**src/rtl/upa_pkg.sv**
```systemverilog
// ----------------------------------------------------------------------------
// upa_pkg
// Shared types and codes of the process identifier allocator: beat
// structures, request and status codes, and the sequencer states.
// ----------------------------------------------------------------------------
package upa_pkg;

    // fixed field widths of the request and response beats
    localparam int PID_W  = 13;
    localparam int SLOT_W = 6;
    localparam int STAT_W = 2;

    // request codes
    localparam logic REQ_ALLOC  = 1'b0;
    localparam logic REQ_LOOKUP = 1'b1;

    // response status codes
    localparam logic [STAT_W-1:0] STAT_OK   = 2'd0;
    localparam logic [STAT_W-1:0] STAT_FULL = 2'd1;
    localparam logic [STAT_W-1:0] STAT_MISS = 2'd2;

    typedef struct packed {
        logic             req_type;
        logic [PID_W-1:0] query_pid;
    } t_in_beat;

    typedef struct packed {
        logic [STAT_W-1:0] status;
        logic [PID_W-1:0]  result_pid;
        logic [SLOT_W-1:0] slot_index;
    } t_out_beat;

    // sequencer status toward the top level
    typedef struct packed {
        logic      idle;
        logic      res_valid;
        t_out_beat res;
    } t_ctrl_stat;

    typedef enum logic [2:0] {
        S_IDLE,
        S_PASS,
        S_SCAN,
        S_LOOK,
        S_COMMIT,
        S_DONE
    } t_state;

endpackage

```
**src/rtl/upa_ram.sv**
```systemverilog
// ----------------------------------------------------------------------------
// upa_ram
// Generic single-write, single-read synchronous RAM with registered read.
// ----------------------------------------------------------------------------
module upa_ram #(
    parameter int WIDTH = 13,
    parameter int DEPTH = 64
) (
    input  logic                     i_clk,
    input  logic                     i_we,
    input  logic [$clog2(DEPTH)-1:0] i_waddr,
    input  logic [WIDTH-1:0]         i_wdata,
    input  logic [$clog2(DEPTH)-1:0] i_raddr,
    output logic [WIDTH-1:0]         o_rdata
);

    logic [WIDTH-1:0] r_mem [DEPTH];
    logic [WIDTH-1:0] r_rdata;

    // write port and registered read port
    always_ff @(posedge i_clk) begin
        if (i_we) begin
            r_mem[i_waddr] <= i_wdata;
        end
        r_rdata <= r_mem[i_raddr];
    end

    assign o_rdata = r_rdata;

endmodule

```
**src/rtl/upa_ctrl.sv**
```systemverilog
// ----------------------------------------------------------------------------
// upa_ctrl
// Request sequencer: owns the identifier table RAM, the fill count and the
// last-given / safe-bound counters, and walks the table one slot per cycle
// for rescans and lookups.
// ----------------------------------------------------------------------------
module upa_ctrl #(
    parameter int TABLE_DEPTH = 64,
    parameter int PID_LIMIT   = 8192
) (
    input  logic                i_clk,
    input  logic                i_rst_n,
    input  logic                i_start,
    input  upa_pkg::t_in_beat   i_beat,
    input  logic                i_take,
    output upa_pkg::t_ctrl_stat o_stat
);
    import upa_pkg::*;

    localparam int AW         = $clog2(TABLE_DEPTH);
    localparam int CW         = $clog2(TABLE_DEPTH + 1);
    localparam int IDW        = $clog2(PID_LIMIT);
    localparam int LGW        = $clog2(PID_LIMIT + 2);
    localparam int SCAN_BOUND = 2 * PID_LIMIT + 4;
    localparam int PSW        = $clog2(SCAN_BOUND + 2);

    t_state          r_state, n_state;
    logic [LGW-1:0]  r_lg, n_lg;
    logic [LGW-1:0]  r_sb, n_sb;
    logic [CW-1:0]   r_cnt, n_cnt;
    logic [AW-1:0]   r_addr, n_addr;
    logic [PSW-1:0]  r_passes, n_passes;
    logic [PID_W-1:0] r_query, n_query;
    t_out_beat       r_res, n_res;

    // RAM port
    logic            w_we;
    logic [AW-1:0]   w_waddr;
    logic [IDW-1:0]  w_wdata;
    logic [AW-1:0]   w_raddr;
    logic [IDW-1:0]  w_rdata;

    // decision terms
    logic [LGW-1:0]  w_lg_inc;
    logic            w_lg_wrap;
    logic            w_need_scan;
    logic            w_full;
    logic            w_q_ok;
    logic [CW-1:0]   w_cnt_m1;
    logic [AW-1:0]   w_top_addr;
    logic [LGW-1:0]  w_p;
    logic            w_hit;
    logic            w_step_wrap;
    logic            w_restart;
    logic            w_last;
    logic            w_exhaust;
    logic            w_look_hit;
    logic            w_look_end;

    upa_ram #(
        .WIDTH (IDW),
        .DEPTH (TABLE_DEPTH)
    ) u_pid_ram (
        .i_clk   (i_clk),
        .i_we    (w_we),
        .i_waddr (w_waddr),
        .i_wdata (w_wdata),
        .i_raddr (w_raddr),
        .o_rdata (w_rdata)
    );

    // conditions shared by next-state and datapath
    assign w_lg_inc    = r_lg + LGW'(1);
    assign w_lg_wrap   = w_lg_inc >= LGW'(PID_LIMIT);
    assign w_need_scan = w_lg_wrap || (w_lg_inc >= r_sb);
    assign w_full      = r_cnt == CW'(TABLE_DEPTH);
    assign w_q_ok      = (i_beat.query_pid != '0) && (32'(i_beat.query_pid) < PID_LIMIT);
    assign w_cnt_m1    = r_cnt - CW'(1);
    assign w_top_addr  = w_cnt_m1[AW-1:0];
    assign w_p         = LGW'(w_rdata);
    assign w_hit       = w_p == r_lg;
    assign w_step_wrap = w_lg_inc >= r_sb;
    assign w_restart   = w_hit && w_step_wrap;
    assign w_last      = r_addr == '0;
    assign w_exhaust   = r_passes >= PSW'(SCAN_BOUND);
    assign w_look_hit  = 32'(w_rdata) == 32'(r_query);
    assign w_look_end  = r_addr == w_top_addr;

    // next state
    always_comb begin
        n_state = r_state;
        unique case (r_state)
            S_IDLE: begin
                if (i_start) begin
                    if (i_beat.req_type == REQ_LOOKUP) begin
                        n_state = (w_q_ok && r_cnt != '0) ? S_LOOK : S_DONE;
                    end else if (w_full) begin
                        n_state = S_DONE;
                    end else begin
                        n_state = w_need_scan ? S_PASS : S_COMMIT;
                    end
                end
            end
            S_PASS: begin
                if (w_exhaust) begin
                    n_state = S_DONE;
                end else begin
                    n_state = (r_cnt == '0) ? S_COMMIT : S_SCAN;
                end
            end
            S_SCAN: begin
                if (w_restart) begin
                    n_state = S_PASS;
                end else if (w_last) begin
                    n_state = S_COMMIT;
                end
            end
            S_LOOK: begin
                if (w_look_hit || w_look_end) begin
                    n_state = S_DONE;
                end
            end
            S_COMMIT: begin
                n_state = S_DONE;
            end
            S_DONE: begin
                if (i_take) begin
                    n_state = S_IDLE;
                end
            end
            default: begin
                n_state = S_IDLE;
            end
        endcase
    end

    // datapath, RAM control and response
    always_comb begin
        n_lg     = r_lg;
        n_sb     = r_sb;
        n_cnt    = r_cnt;
        n_addr   = r_addr;
        n_passes = r_passes;
        n_query  = r_query;
        n_res    = r_res;
        w_we     = 1'b0;
        w_waddr  = r_cnt[AW-1:0];
        w_wdata  = IDW'(r_lg);
        w_raddr  = r_addr;
        unique case (r_state)
            S_IDLE: begin
                if (i_start) begin
                    n_query = i_beat.query_pid;
                    n_res   = '0;
                    if (i_beat.req_type == REQ_LOOKUP) begin
                        // first slot is read right away
                        w_raddr = '0;
                        n_addr  = '0;
                        if (!(w_q_ok && r_cnt != '0)) begin
                            n_res.status = STAT_MISS;
                        end
                    end else if (w_full) begin
                        n_res.status = STAT_FULL;
                    end else begin
                        n_lg = w_lg_wrap ? LGW'(1) : w_lg_inc;
                        if (w_need_scan) begin
                            n_sb     = LGW'(PID_LIMIT);
                            n_passes = '0;
                        end
                    end
                end
            end
            S_PASS: begin
                // open a pass from the newest slot down
                n_passes = r_passes + PSW'(1);
                if (w_exhaust) begin
                    n_res.status = STAT_FULL;
                end else begin
                    w_raddr = w_top_addr;
                    n_addr  = w_top_addr;
                end
            end
            S_SCAN: begin
                if (w_hit) begin
                    if (w_step_wrap) begin
                        n_lg = w_lg_wrap ? LGW'(1) : w_lg_inc;
                        n_sb = LGW'(PID_LIMIT);
                    end else begin
                        n_lg = w_lg_inc;
                    end
                end else if (w_p > r_lg && r_sb > w_p) begin
                    n_sb = w_p;
                end
                if (!w_restart && !w_last) begin
                    w_raddr = r_addr - AW'(1);
                    n_addr  = r_addr - AW'(1);
                end
            end
            S_LOOK: begin
                if (w_look_hit) begin
                    n_res.status     = STAT_OK;
                    n_res.result_pid = r_query;
                    n_res.slot_index = SLOT_W'(32'(r_addr));
                end else if (w_look_end) begin
                    n_res.status = STAT_MISS;
                end else begin
                    w_raddr = r_addr + AW'(1);
                    n_addr  = r_addr + AW'(1);
                end
            end
            S_COMMIT: begin
                // store into the lowest free slot (slots fill in order)
                w_we             = 1'b1;
                n_cnt            = r_cnt + CW'(1);
                n_res.status     = STAT_OK;
                n_res.result_pid = PID_W'(32'(r_lg));
                n_res.slot_index = SLOT_W'(32'(r_cnt));
            end
            S_DONE: begin
            end
            default: begin
            end
        endcase
    end

    // control registers
    always_ff @(posedge i_clk) begin
        if (!i_rst_n) begin
            r_state  <= S_IDLE;
            r_lg     <= LGW'(PID_LIMIT);
            r_sb     <= LGW'(PID_LIMIT);
            r_cnt    <= '0;
            r_passes <= '0;
        end else begin
            r_state  <= n_state;
            r_lg     <= n_lg;
            r_sb     <= n_sb;
            r_cnt    <= n_cnt;
            r_passes <= n_passes;
        end
    end

    // payload registers
    always_ff @(posedge i_clk) begin
        r_addr  <= n_addr;
        r_query <= n_query;
        r_res   <= n_res;
    end

    assign o_stat.idle      = r_state == S_IDLE;
    assign o_stat.res_valid = r_state == S_DONE;
    assign o_stat.res       = r_res;

endmodule

```
**src/rtl/unique_pid_allocator.sv**
```systemverilog
// ----------------------------------------------------------------------------
// unique_pid_allocator
// Flow, accept to result beat: a lookup compares the table slots in order from slot 0;
// an empty table, a bad identifier or a full table go straight to the result; an
// allocate commits after any rescan passes, which walk the RAM one slot per cycle.
// One request in flight: the next beat is taken the cycle after the result enters
// the output register, so each request holds the input until its result is taken.
// Reset: synchronous; fill count cleared (table empty, no clearing pass), counters at limit.
// ----------------------------------------------------------------------------
module unique_pid_allocator #(
    parameter int TABLE_DEPTH = 64,
    parameter int PID_LIMIT   = 8192
) (
    input  logic               i_clk,
    input  logic               i_rst_n,
    input  logic               i_in_valid,
    output logic               o_in_stall,
    input  upa_pkg::t_in_beat  i_in_beat,
    output logic               o_out_valid,
    input  logic               i_out_stall,
    output upa_pkg::t_out_beat o_out_beat
);
    import upa_pkg::*;

    t_ctrl_stat w_stat;
    logic       w_in_acc;
    logic       w_take;
    logic       r_out_valid, n_out_valid;
    t_out_beat  r_out_beat;

    // input beat is taken only by an idle sequencer
    assign o_in_stall = !w_stat.idle;
    assign w_in_acc   = i_in_valid && !o_in_stall;

    upa_ctrl #(
        .TABLE_DEPTH (TABLE_DEPTH),
        .PID_LIMIT   (PID_LIMIT)
    ) u_ctrl (
        .i_clk   (i_clk),
        .i_rst_n (i_rst_n),
        .i_start (w_in_acc),
        .i_beat  (i_in_beat),
        .i_take  (w_take),
        .o_stat  (w_stat)
    );

    // output register: loads when empty or being drained
    assign w_take = w_stat.res_valid && (!r_out_valid || !i_out_stall);

    always_comb begin
        n_out_valid = r_out_valid;
        if (w_take) begin
            n_out_valid = 1'b1;
        end else if (r_out_valid && !i_out_stall) begin
            n_out_valid = 1'b0;
        end
    end

    always_ff @(posedge i_clk) begin
        if (!i_rst_n) begin
            r_out_valid <= 1'b0;
        end else begin
            r_out_valid <= n_out_valid;
        end
    end

    always_ff @(posedge i_clk) begin
        if (w_take) begin
            r_out_beat <= w_stat.res;
        end
    end

    assign o_out_valid = r_out_valid;
    assign o_out_beat  = r_out_beat;

    // an accepted request keeps the input side closed next cycle
    a_busy_after_accept: assert property (@(posedge i_clk) disable iff (!i_rst_n)
        w_in_acc |=> o_in_stall)
        else $error("input not stalled after accepting a request");

    // a finished response is held while the output register is blocked
    a_res_held: assert property (@(posedge i_clk) disable iff (!i_rst_n)
        w_stat.res_valid && r_out_valid && i_out_stall |=> w_stat.res_valid)
        else $error("response dropped while output register was blocked");

    // refused or missed requests carry zero identifier and slot
    a_fail_zero: assert property (@(posedge i_clk) disable iff (!i_rst_n)
        o_out_valid && o_out_beat.status != STAT_OK
        |-> o_out_beat.result_pid == '0 && o_out_beat.slot_index == '0)
        else $error("failed response carries nonzero fields");

    // no new request starts while a response is pending in the sequencer
    a_no_overlap: assert property (@(posedge i_clk) disable iff (!i_rst_n)
        w_stat.res_valid |-> o_in_stall)
        else $error("input open while a response is pending");

endmodule
```
**config.mk**
```make
export PLATFORM = sky130hd
export DESIGN_NAME = unique_pid_allocator
export DESIGN_NICKNAME = d
export VERILOG_FILES = /design/src/rtl/upa_pkg.sv /design/src/rtl/upa_ram.sv /design/src/rtl/upa_ctrl.sv /design/src/rtl/unique_pid_allocator.sv
export SDC_FILE = /design/constraint.sdc
export NUM_CORES = 1
export LEC_CHECK = 0
export ABC_AREA = 1
export BUFFER_PORTS_ARGS = -buffer_cell sky130_fd_sc_hd__buf_2
export CORE_MARGIN = 1.5
export CORE_UTILIZATION = 45
export CTS_CLUSTER_SIZE = 24
export DETAILED_ROUTE_END_ITERATION = 10
export MAX_ROUTING_LAYER = met4
export PLACE_DENSITY = 0.71
export SYNTH_ARGS = -nofsm -noshare
export SYNTH_HDL_FRONTEND = slang
export SYNTH_SLANG_ARGS = --single-unit
export TNS_END_PERCENT = 100
```
**constraint.sdc**
```tcl
create_clock -name i_clk -period 5.7 [get_ports i_clk]
set_clock_uncertainty 0.05 [all_clocks]
set_input_delay 0.57 -clock i_clk [delete_from_list [all_inputs] [get_ports i_clk]]
set_output_delay 0.57 -clock i_clk [all_outputs]
set_load 0.01 [all_outputs]
```
==> results.sh <==
export IMPL_core_area_um2=95400
export IMPL_crit_path_top_delay_cell="buf_16"
export IMPL_overflow=0
export IMPL_fp_row_count=113
export IMPL_dieArea_um2=98800
export IMPL_hold_class="input pin to flop"
export IMPL_grt_pass1_wl_um=179000
export IMPL_finalMaxSlewViolations=0
export IMPL_clockBufferDepth=3
export IMPL_cts_root_buf="clkbuf_16"
export IMPL_drive_gt1_share_pct=8.52
export IMPL_setup_viol=0
export IMPL_antenna_found_initial=5
export IMPL_drc=0
export IMPL_cap_viol_max_count=0
export IMPL_fillers=8141
export IMPL_synth_edf_count=887
export IMPL_layout_min_cycle_time_ns=5.31
export IMPL_fin_ws_ns=0.394
export IMPL_hold_viol_final=0
export IMPL_fp_dieH_um=314
export IMPL_ys_async_sr_fraction_pct=0
export IMPL_first_global_vias=29700
export IMPL_max_slew_worst_pin_slew_ns=1.32
export IMPL_syn_num_nets=4218
export IMPL_critPathMostFrequentCell="nand3_1"
export IMPL_cp_required_ns=6.21
export IMPL_ant_nets=0
export IMPL_gp_congestion=0.955
export IMPL_synthCells=4152
export IMPL_drtIter0Drc=4080
export IMPL_vias=30700
export IMPL_fin_worst_hold_slack_ns=0.0569
export IMPL_grtUsageTotal_pct=24.4
export IMPL_start_util_pct=45.7
export IMPL_wire_per_inst_um=21.4
export IMPL_ys_ff_latch=960
export IMPL_drtPass1Iterations=8
export IMPL_ys_types=50
export IMPL_nets=4233
export IMPL_ios=41
export IMPL_die_w_um=314
export IMPL_critPathLaunchType="flop"
export IMPL_avgViaCountPerCell=5.57
export IMPL_wl_um=118000
export IMPL_timing_fmax_ghz=0.188
export IMPL_critical_path_arrival_ns=5.82
export IMPL_cts_tree="done"
export IMPL_yosysWarnings=0
export IMPL_synth_top_area_cell="edfxtp_1"
export IMPL_io_buffers=40
export IMPL_end_kind="flop"
export IMPL_area_growth_syn_to_layout_pct=11.6
export IMPL_synth_seq_area_share_pct=64.4
export IMPL_synth_top_cells_by_area="edfxtp_1 (61%), nand3_1 (10%), nand2_1 (5.9%)"
export IMPL_cts_hold_buf=0
export IMPL_ys_flop_type="edfxtp_1"
export IMPL_finalCritPeriodShare_pct=93.1
export IMPL_avgSynthCellArea_um2=10.5
export IMPL_synth_area_um2=43600
export IMPL_hpwl_um=69200
export IMPL_critPathKind="flop to flop"
export IMPL_clk_latency_ns=0.68
export IMPL_cp_max_fo=123
export IMPL_cts_sinks=960
export IMPL_netlist_area_leader_share_pct=61.1
export IMPL_h_tree_depth=3
export IMPL_maxSlewHeadroom_pct=11.9
export IMPL_dpl_worst_slack_ns=0.508
export IMPL_status="complete, no violations"
export IMPL_yosysMostFrequentCell="nand3_1"
export IMPL_grt_max_degree=172
export IMPL_synth_common_cells="nand3_1 (913), edfxtp_1 (887), nand2_1 (687)"
export IMPL_crit_path_max_incr_delay_ns=0.43
export IMPL_path_clk_slew_ns=0.06
export IMPL_cts_buffers=95
## worst paths after layout
| kind | startpoint | to | slack, ns | cells past startpoint |
|---|---|---|---|---|
| worst max-delay path | u_ctrl.r_lg[0] | u_ctrl.u_pid_ram.o_rdata[9] | 0.39 | 30 |
| worst min-delay path | i_in_beat[2] | u_ctrl.r_query[2] | 0.06 | 1 |
| worst max register to register | u_ctrl.r_lg[0] | u_ctrl.u_pid_ram.o_rdata[9] | 0.39 | 30 |
| worst min register to register | u_ctrl.o_stat[16] | o_out_beat[16] | 0.37 | 0 |
## worst max-delay path, delay by kind of cell (launching register included)
family | cells | cell delay (ns)
simple gates | 24 | 3.44
buf+inv | 3 | 0.59
fa+ha+maj | 2 | 0.46
flops | 1 | 0.36
xor+xnor | 1 | 0.17
## metal layers
| metal | vias to the layer above | wire length (um) | track usage (%) |
|---|---|---|---|
| li1 | 14200 | - | - |
| met1 | 14800 | 47600 | 32.3 |
| met3 | 255 | 10700 | 3.88 |
| met5 | - | 0 | - |
| met2 | 1448 | 55000 | 37.7 |
| met4 | 0 | 4540 | 9.98 |
## metrics by stage
| stage | instance area, um2 | setup TNS [ns] | cells | utilization [%] |
|---|---|---|---|---|
| final | 48700 | 0 | 5514 | 51.0 |
| after global routing | 48700 | -0.0211 | 5514 | 51.0 |
| after CTS | 48600 | 0 | 5512 | 51.0 |
| after detailed placement | 45500 | 0 | 5335 | 47.6 |
| after global placement | 45500 | 0 | 5335 | 47.6 |
| after floorplan | 43600 | 0 | 4152 | - |
## kinds of logic (layout without fill, tap and decap cells)
| kind of cell | after synthesis | count (layout) | synth area share (%) |
|---|---|---|---|
| DFF | 960 | 960 | 64.4 |
| other | 0 | 2 | 0 |
| AOI/OAI and AO/OA | 155 | 155 | 2.17 |
| xor gates and xnor gates | 18 | 18 | 0.379 |
| adders and majority gates | 48 | 48 | 1.38 |
| and+or+nand+nor | 2110 | 2110 | 23.7 |
| buffers and inverters | 861 | 956 | 7.89 |
## cells in the final DEF, fill, tap and decap left out, drive strengths merged, types with 48 or more instances in the layout
cell type  synthesis  layout
buf              131     153
nand3            913     913
edfxtp           887     887
nand2            692     692
dfxtp             73      73
inv              623     626
a21oi             55      55
nand3b           300     300
clkbuf           104     124
nor2             163     163
ha                48      48
## flip-flops by register name, summed over array words and instances (netlist names)
| name | cells |
|---|---|
| u_ctrl.o_stat | 21 |
| u_ctrl.r_addr | 6 |
| u_ctrl.r_cnt | 7 |
| o_out_beat | 21 |
| u_ctrl.r_state | 3 |
| u_ctrl.r_lg | 14 |
| u_ctrl.r_query | 13 |
| u_ctrl.r_passes | 15 |
| o_out_valid | 1 |
| u_ctrl.u_pid_ram.r_mem | 832 |
| u_ctrl.r_sb | 14 |
| u_ctrl.u_pid_ram.o_rdata | 13 |
## final cells by class
type	count	area (um2)	share of cell area [%]
multi-input cells	2331	12200	25.0
well taps	1265	1580	3.25
inverters	626	2360	4.85
diodes	2	5.00	0.0103
flip-flops and latches	960	28100	57.8
clock inverters	53	561	1.15
clock buffers	124	2610	5.36
repair buffers	153	1260	2.59
## repair_timing
action                                  4_1_cts  5_1_grt
endpoints found under the setup margin        0        2
gates resized for setup                       0        2
setup buffers                                 0        0
Power is left out: the tool's default activity adds up to more than one toggle a clock period on the data nets, which glitch-free logic cannot reach.
